### config.mk
export PLATFORM = sky130hd
export DESIGN_NAME = timestamp_rate_decimator_unit
export DESIGN_NICKNAME = d
export VERILOG_FILES = /design/src/hw/rtl/tsrd_pkg.sv /design/src/hw/rtl/tsrd_select.sv /design/src/hw/rtl/timestamp_rate_decimator_unit.sv
export SDC_FILE = /design/constraint.sdc
export NUM_CORES = 2
export LEC_CHECK = 0
export ABC_AREA = 1
export BUFFER_PORTS_ARGS = -buffer_cell sky130_fd_sc_hd__buf_2
export CORE_UTILIZATION = 58
export DETAILED_ROUTE_END_ITERATION = 10
export PLACE_DENSITY = 0.84
export SLEW_MARGIN = 30
export SYNTH_ARGS = -nofsm -noshare
export SYNTH_HDL_FRONTEND = slang
export SYNTH_SLANG_ARGS = --single-unit
### constraint.sdc
create_clock -name clk_i -period 6.7 [get_ports clk_i]
set_input_delay 0 -clock clk_i [delete_from_list [all_inputs] [get_ports clk_i]]
set_output_delay 0 -clock clk_i [all_outputs]
set_load 0.02 [all_outputs]
### src/hw/rtl/tsrd_pkg.sv
package tsrd_pkg;

  localparam int unsigned TIME_W     = 64;
  localparam int unsigned INTERVAL_W = 63;

  localparam logic [INTERVAL_W-1:0] INTERVAL_RESET = 63'd100000000;
  localparam logic [TIME_W-1:0]     TIME_MAX       = 64'h7FFF_FFFF_FFFF_FFFF;

  typedef enum logic [1:0] {
    SEL_NONE     = 2'd0,
    SEL_CURRENT  = 2'd1,
    SEL_PREVIOUS = 2'd2
  } sel_e;

  typedef struct packed {
    logic              command;
    logic [TIME_W-1:0] sample_time;
  } item_t;

  typedef struct packed {
    sel_e              selection;
    logic [TIME_W-1:0] selected_time;
  } result_t;

  typedef struct packed {
    logic              have_history;
    logic [TIME_W-1:0] previous_time;
    logic [TIME_W-1:0] next_target;
    logic              have_selected;
    logic [TIME_W-1:0] last_selected_time;
  } state_t;

  // a is non-negative, so the true sum fits 64 bits unsigned; top bit set = overflow
  function automatic logic [TIME_W-1:0] sat_add(input logic [TIME_W-1:0]     a,
                                                input logic [INTERVAL_W-1:0] b);
    logic [TIME_W-1:0] s;
    s = a + {1'b0, b};
    return s[TIME_W-1] ? TIME_MAX : s;
  endfunction

endpackage

### src/hw/rtl/tsrd_select.sv
module tsrd_select import tsrd_pkg::*; (
  input  item_t                 item_i,
  input  state_t                state_i,
  input  logic [INTERVAL_W-1:0] interval_i,
  output state_t                state_o,
  output result_t               result_o
);

  logic [TIME_W-1:0] t, nt, prev;
  logic [TIME_W-1:0] t_plus, nt_plus, diff_cur, diff_prev, nt_adv, chosen;
  logic              overshoot, prev_nearer;
  sel_e              sel;

  assign t    = item_i.sample_time;
  assign nt   = state_i.next_target;
  assign prev = state_i.previous_time;

  assign t_plus    = sat_add(t, interval_i);
  assign nt_plus   = sat_add(nt, interval_i);
  assign diff_cur  = t - nt;
  assign diff_prev = nt - prev;

  // overshoot by a full interval restarts the target from this sample
  assign overshoot   = diff_cur >= {1'b0, interval_i};
  assign prev_nearer = $signed(diff_prev) < $signed(diff_cur);
  // advanced target must stay ahead of the current sample
  assign nt_adv = ($signed(nt_plus) <= $signed(t)) ? t_plus : nt_plus;

  always_comb begin
    if (overshoot || !prev_nearer) begin
      sel    = SEL_CURRENT;
      chosen = t;
    end else begin
      sel    = SEL_PREVIOUS;
      chosen = prev;
    end
  end

  always_comb begin
    state_o                = state_i;
    result_o.selection     = SEL_NONE;
    result_o.selected_time = '0;
    priority if (item_i.command) begin
      state_o = '0;
    end else if (!($signed(t) > 0) || (interval_i == '0)) begin
      state_o = state_i;
    end else if (!state_i.have_history) begin
      state_o.have_history       = 1'b1;
      state_o.previous_time      = t;
      state_o.next_target        = t_plus;
      state_o.have_selected      = 1'b1;
      state_o.last_selected_time = t;
      result_o.selection         = SEL_CURRENT;
      result_o.selected_time     = t;
    end else if ($signed(t) <= $signed(prev)) begin
      state_o = state_i;
    end else begin
      state_o.previous_time = t;
      if ($signed(t) >= $signed(nt)) begin
        state_o.next_target = overshoot ? t_plus : nt_adv;
        if (!(state_i.have_selected &&
              ($signed(chosen) <= $signed(state_i.last_selected_time)))) begin
          state_o.have_selected      = 1'b1;
          state_o.last_selected_time = chosen;
          result_o.selection         = sel;
          result_o.selected_time     = chosen;
        end
      end
    end
  end

endmodule

### src/hw/rtl/timestamp_rate_decimator_unit.sv
// Timestamp rate decimator: one result per sample or clear command.
// The item is held in the input register, and its decision is stored in the result
// register that drives the outputs.
// Throughput: one item per cycle unless a held result stalls the input; the decision is
// one pass of 64-bit adds and compares between the input register and the result register.
// Reset (rst_ni low, asynchronous): selector state cleared, both stages empty,
// target_interval back to 100000000 ns.
module timestamp_rate_decimator_unit import tsrd_pkg::*; (
  input  logic                  clk_i,
  input  logic                  rst_ni,
  // sample channel
  input  logic                  in_valid_i,
  output logic                  in_stall_o,
  input  logic                  command_i,
  input  logic [TIME_W-1:0]     sample_time_i,
  // result channel
  output logic                  out_valid_o,
  input  logic                  out_stall_i,
  output logic [1:0]            selection_o,
  output logic [TIME_W-1:0]     selected_time_o,
  // configuration write channel
  input  logic                  cfg_valid_i,
  output logic                  cfg_ready_o,
  input  logic [INTERVAL_W-1:0] cfg_target_interval_i
);

  logic                  in_valid_q, in_valid_d;
  item_t                 item_q;
  logic                  out_valid_q, out_valid_d;
  result_t               res_q, res_d;
  state_t                state_q, state_d;
  logic [INTERVAL_W-1:0] interval_q;
  logic                  in_xfer, advance;

  // item in the input register moves on whenever the result register is free
  // or being emptied this cycle
  assign advance    = in_valid_q && (!out_valid_q || !out_stall_i);
  assign in_stall_o = in_valid_q && out_valid_q && out_stall_i;
  assign in_xfer    = in_valid_i && !in_stall_o;
  assign in_valid_d = in_xfer || (in_valid_q && !advance);

  always_comb begin
    out_valid_d = out_valid_q;
    if (advance) begin
      out_valid_d = 1'b1;
    end else if (!out_stall_i) begin
      out_valid_d = 1'b0;
    end
  end

  tsrd_select u_select (
    .item_i     (item_q),
    .state_i    (state_q),
    .interval_i (interval_q),
    .state_o    (state_d),
    .result_o   (res_d)
  );

  // control
  always_ff @(posedge clk_i or negedge rst_ni) begin
    if (!rst_ni) begin
      in_valid_q  <= 1'b0;
      out_valid_q <= 1'b0;
      state_q     <= '0;
      interval_q  <= INTERVAL_RESET;
    end else begin
      in_valid_q  <= in_valid_d;
      out_valid_q <= out_valid_d;
      if (advance) begin
        state_q <= state_d;
      end
      if (cfg_valid_i) begin
        interval_q <= cfg_target_interval_i;
      end
    end
  end

  // payload
  always_ff @(posedge clk_i) begin
    if (in_xfer) begin
      item_q.command     <= command_i;
      item_q.sample_time <= sample_time_i;
    end
    if (advance) begin
      res_q <= res_d;
    end
  end

  assign cfg_ready_o     = 1'b1;
  assign out_valid_o     = out_valid_q;
  assign selection_o     = res_q.selection;
  assign selected_time_o = res_q.selected_time;

  // stall only ever comes from a held result
  a_stall_cause: assert property (@(posedge clk_i) disable iff (!rst_ni)
    in_stall_o |-> (out_valid_o && out_stall_i))
    else $error("input stalled without output backpressure");

  // a result with no choice carries a zero time
  a_none_zero: assert property (@(posedge clk_i) disable iff (!rst_ni)
    (out_valid_o && (selection_o == SEL_NONE)) |-> (selected_time_o == '0))
    else $error("selection none with non-zero time");

  // any chosen time is strictly positive
  a_chosen_pos: assert property (@(posedge clk_i) disable iff (!rst_ni)
    (out_valid_o && (selection_o != SEL_NONE)) |-> ($signed(selected_time_o) > 0))
    else $error("chosen time not positive");

  // an item facing a free result register reaches it in the next cycle
  a_item_moves: assert property (@(posedge clk_i) disable iff (!rst_ni)
    (in_valid_q && !out_valid_o) |=> out_valid_o)
    else $error("item not moved to free result register");

endmodule

==> reports/metrics.yaml, run 1 <==
outcome: "stopped before the end"
flow.stopped_at: "global routing (5_1_grt)"
run.stop_error: "[ERROR GRT-0232] Routing congestion too high. Check the congestion heatmap in the GUI."
clock-sinks: 389
die_y_um: 267.0
ys_seq_area_frac: 0.2555
crit_endpoint: "selected_time_o[36]$_SDFFCE_PP0P_/D"
ys_types: 62
htreeDepth: 2
die_w_um: 267.0
grt-ovfl-total: 135
yosys.area_share.adder: 0.1759
track_usage: 0.7560
ios: 202
clk_path_buf_depth: 3
muxShareOfSynthArea: 0
syn-num-nets: 6547
hpwl_um: 145500
cts_root_buf: "clkbuf_16"
initial_core_util: 0.5896
syn_avg_cell_area_um2: 6.968
cts_buffers: 47
synth_top_area_frac: 0.1739
syn_inst: 5844
ys_ff_latch: 389
gp_congestion: 1.140
place_area_um2: 48950
grt_max_degree: 138
synth_top_family_by_area: "simple AND/OR/NAND/NOR gates"
antenna_found_initial: 39
synth_ff_type: "dfrtp_1"
synth_compound_area_frac: 0.1820
synth_xor_xnor_area_share: 0.04280
synth.cell_area_um2: 40720
portBuffers: 200
synth_edf_count: 131
endpoint_type: "sequential cell input"
yosysTopAreaCell: "ha_1"
synthSimpleGateAreaFrac: 0.2445
async_flop_share: 0.6632
ys_top_cells_by_area: "ha_1, dfrtp_1, nand2_1"
num_rows: 96
yosys_warnings: 0
-- metrics by stage --
stage               TNS [ns]    util  instances  worst slack (ns)
floorplan                  0       -       5844          0.005604
global placement     -200.38  0.7087       7691            -1.565
detailed placement   -216.74  0.7087       7691            -1.705
CTS                  -121.51  0.7924       8041            -1.003
-- what timing repair did --
item                                    CTS
gates resized for setup                 298
pin swaps                                69
endpoints found under the setup margin  131
hold buffers                            186
setup buffers                            72
hold endpoints to repair                201
gates cloned                              8
-- cell families after synthesis --
| family | Yosys count |
|---|---|
| buffers and inverters | 1028 |
| AO/OA/AOI/OAI | 1298 |
| flip-flops | 389 |
| AND/OR/NAND/NOR | 2359 |
| other | 1 |
| adder cells (fa/ha/maj) | 570 |
| XOR/XNOR | 199 |
-- Yosys cell counts, drive strengths merged, types with 16 or more instances --
library cell and number:
o221ai 18, o21a 29, xnor2 73, clkbuf 70
ha 566, o21ai 381, nor4 35, o211ai 32
nand3 253, buf 68, edfxtp 131, a211oi 22
nor2 500, a21oi 502, nand2 1330, nor3 49
or2 27, xor2 126, a21o 16, inv 890
dfrtp 246, a31oi 105, nand4 144, o21bai 21
o22ai 111
-- metal layers --
layer | GRT overflow | global-route usage
met1 | 17 | 0.8240
met2 | 48 | 0.8866
met3 | 23 | 0.6196
met4 | 45 | 0.5986
met5 | 2 | 0.3860
==> run 2, diff against run 1 <==
--- a/config.mk
+++ b/config.mk
@@ -7,9 +7,9 @@
 export LEC_CHECK = 0
 export ABC_AREA = 1
 export BUFFER_PORTS_ARGS = -buffer_cell sky130_fd_sc_hd__buf_2
-export CORE_UTILIZATION = 58
+export CORE_UTILIZATION = 40
 export DETAILED_ROUTE_END_ITERATION = 10
-export PLACE_DENSITY = 0.84
+export PLACE_DENSITY_LB_ADDON = 0.15
 export SLEW_MARGIN = 30
 export SYNTH_ARGS = -nofsm -noshare
 export SYNTH_HDL_FRONTEND = slang
==> constraint.sdc (replaced) <==
create_clock -name clk_i -period 8.7 [get_ports clk_i]
set_input_delay 0 -clock clk_i [delete_from_list [all_inputs] [get_ports clk_i]]
set_output_delay 0 -clock clk_i [all_outputs]
set_load 0.02 [all_outputs]
==> run 2 against run 1 <==
Against the previous run:
- the run now ends clean
- synthesized cell count unchanged
- synthesized area unchanged
==> reports/metrics.yaml, run 2 <==
grt_max_degree: 133
fin_crit_ns: 8.336
setup_violations: 0
finClkSkew_ns: 0.05175
ios: 202  # unchanged
async_flop_share: 0.6632  # unchanged
initial_core_util: 0.4055  # -0.1842
synth.cell_area_um2: 40720  # unchanged
critPathLaunchType: "flip-flop"
yosys_warnings: 0  # unchanged
tightestPinTransition_ns: 1.062
grt_pass1_wl_um: 256900
yosysTopAreaCell: "ha_1"
drt-pass1-iter-count: 5
layout-drive-gt1-share: 0.1120
track_usage: 0.3359
crit_type: "reg2reg"
dp.cells: 7461  # -3.0%
wire_per_inst_um: 22.93
layout_commonest_cell: "nand2_1"
synth_commonest_cells: "nand2_1, inv_1, ha_1"
cts_root_buf: "clkbuf_16"
maxCapViolCount: 0
drc: 0
power.density_nw_per_um2: 450.4
max_freq_mhz: 120.0
core_um2: 100400
drt_iter0_markers: 4834
grt-ovfl-total: 0
largest_register_ffs: 193
top_register: "state_q"
final_cells: 7780
synth_edf_count: 131  # unchanged
crit_fanout: 24
vias: 43400
required_ns: 9.30
antenna_found_initial: 1
clk_pin_slew_ns: 0.06
finalHoldViolCount: 0
die_y_um: 321.1  # +20%
fin_util: 0.4880
cp_slowest_cell: "dfrtp_1"
max_slew_margin: 0.2833
die_w_um: 321.1  # +20%
final_cell_mix: "nand2_1, inv_1, ha_1"
num_rows: 116  # +21%
synth_ff_type: "dfrtp_1"
slew_violations: 0
end_kind: "flip-flop"
synth_top_area_frac: 0.1739  # unchanged
cp.arrival_ns: 8.93
area_delta_synth_final_pct: 20.36
worst_path_dominant_cell_family: "compound AO/OA/AOI/OAI gates"
ir_drop_mv: 0.2898
die_area_um2: 103100
cp_slowest_stage_delay_ns: 0.44
syn-num-nets: 6547  # unchanged
ant_nets: 0
ys_ff_latch: 389  # unchanged
outcome: "complete, no violations"
min_path_type: "in2reg"
yosysMostFrequentCell: "nand2_1"
clk_latency_ns: 0.68
syn_avg_cell_area_um2: 6.968  # unchanged
cts_buffers: 52  # +11%
ys_top_cells_by_area: "ha_1, dfrtp_1, nand2_1"
ys_types: 62  # unchanged
vias_per_cell: 5.579
syn_inst: 5844  # unchanged
cts_tree: "built"
clk_path_buf_depth: 3  # unchanged
grt_pass1_vias: 40190
ys_seq_area_frac: 0.2555  # unchanged
fin_crit_sh: 0.9581
cpMostUsedCell: "nand2_1"
htreeDepth: 2  # unchanged
gp_congestion: 1.029  # -9.7%
portBuffers: 200  # unchanged
hpwl_um: 146700  # +0.87%
fillCellCount: 10310
layout.nets: 7082
cp_num_buf_inv: 8
clock-sinks: 389  # unchanged
wirelength_um: 178400
leakagePower_uw: 0.02418
-- run 2: final timing paths --
check	slack, ns	start	cells after the start	endpoint
max in group asynchronous	6.78	rst_ni	4	state_q[193]
max	0.36	state_q[67]	48	state_q[7]
min in group asynchronous	0.54	rst_ni	3	interval_q[25]
min reg2reg	0.48	state_q[54]	2	state_q[54]
min	0.04	sample_time_i[58]	2	item_q[58]
max reg2reg	0.36	state_q[67]	48	state_q[7]
-- run 2: metrics by stage --
| step | total power (uW) | cell area [um2] | setup WS [ns] | setup TNS [ns] | hold WS [ns] |
|---|---|---|---|---|---|
| after floorplan | 13450 | 40720 | 1.698 | 0 | -0.2956 |
| after global placement | 18490 | 44430 | -0.1271 | -6.069 | 0.1010 |
| after detailed placement | 18640 | 44430 | -0.1690 | -8.612 | 0.1119 |
| after CTS | 21140 | 48260 | 0.02623 | 0 | 0.0005156 |
| after global routing | 24000 | 49010 | -0.03369 | -0.5719 | 0.03526 |
| final | 22070 | 49010 | 0.3644 | 0 | 0.04122 |
-- run 2: layout make-up --
cell class	instances	area [um2]	share of cell area
Clock inverter	38	459.2	0.009368
Inverter	890	3349	0.06834
Tap cell	1357	1698	0.03464
Multi-Input combinational cell	4427	26800	0.5468
Antenna cell	1	2.502	0.00005105
Sequential cell	389	10410	0.2124
Clock buffer	59	1348	0.02749
Timing Repair Buffer	619	4946	0.1009
-- run 2: where the power goes --
group          internal (uW)  switching (uW)
clock                   1310             980
combinational           6170           10700
sequential              2380             544
total                   9860           12200
-- run 2: worst reg2reg max path: cells and delay by family, from the launching register on --
family	cells	cell delay (ns)
and+or+nand+nor	16	2.14
adders and majority gates	3	0.99
xor gates and xnor gates	2	0.41
AOI/OAI and AO/OA	19	3.13
DFF	1	0.44
buffers and inverters	8	1.16
-- run 2: repair_timing --
| item | CTS | global route |
|---|---|---|
| setup buffers | 0 | 13 |
| resized for setup | 1 | 116 |
| endpoints found under the hold margin | 235 | 0 |
| setup endpoints to repair | 131 | 131 |
| gates cloned | 0 | 7 |
| hold buffers | 201 | 0 |
| pin swaps | 0 | 20 |
-- run 2: kinds of logic after synthesis --
family / Yosys count / share of synthesized area
other cells: 1 / 0.00009209
xor+xnor: 199 / 0.04280
compound gates: 1298 / 0.1820
flops: 389 / 0.2555
fa+ha+maj: 570 / 0.1759
buf+inv: 1028 / 0.09924
simple gates: 2359 / 0.2445
-- run 2: per-layer routing --
metal / part of all wire / GRT usage / vias to the layer above / wire, um
li1: - / - / 20900 / -
met1: 0.49 / 0.5296 / 20490 / 86840
met2: 0.38 / 0.4535 / 1805 / 68590
met3: 0.10 / 0.06441 / 215 / 17850
met4: 0.028 / 0.08868 / 2 / 5079
met5: 0.000073 / 0 / - / 13
No activity file was read; power rests on OpenSTA's default activity.
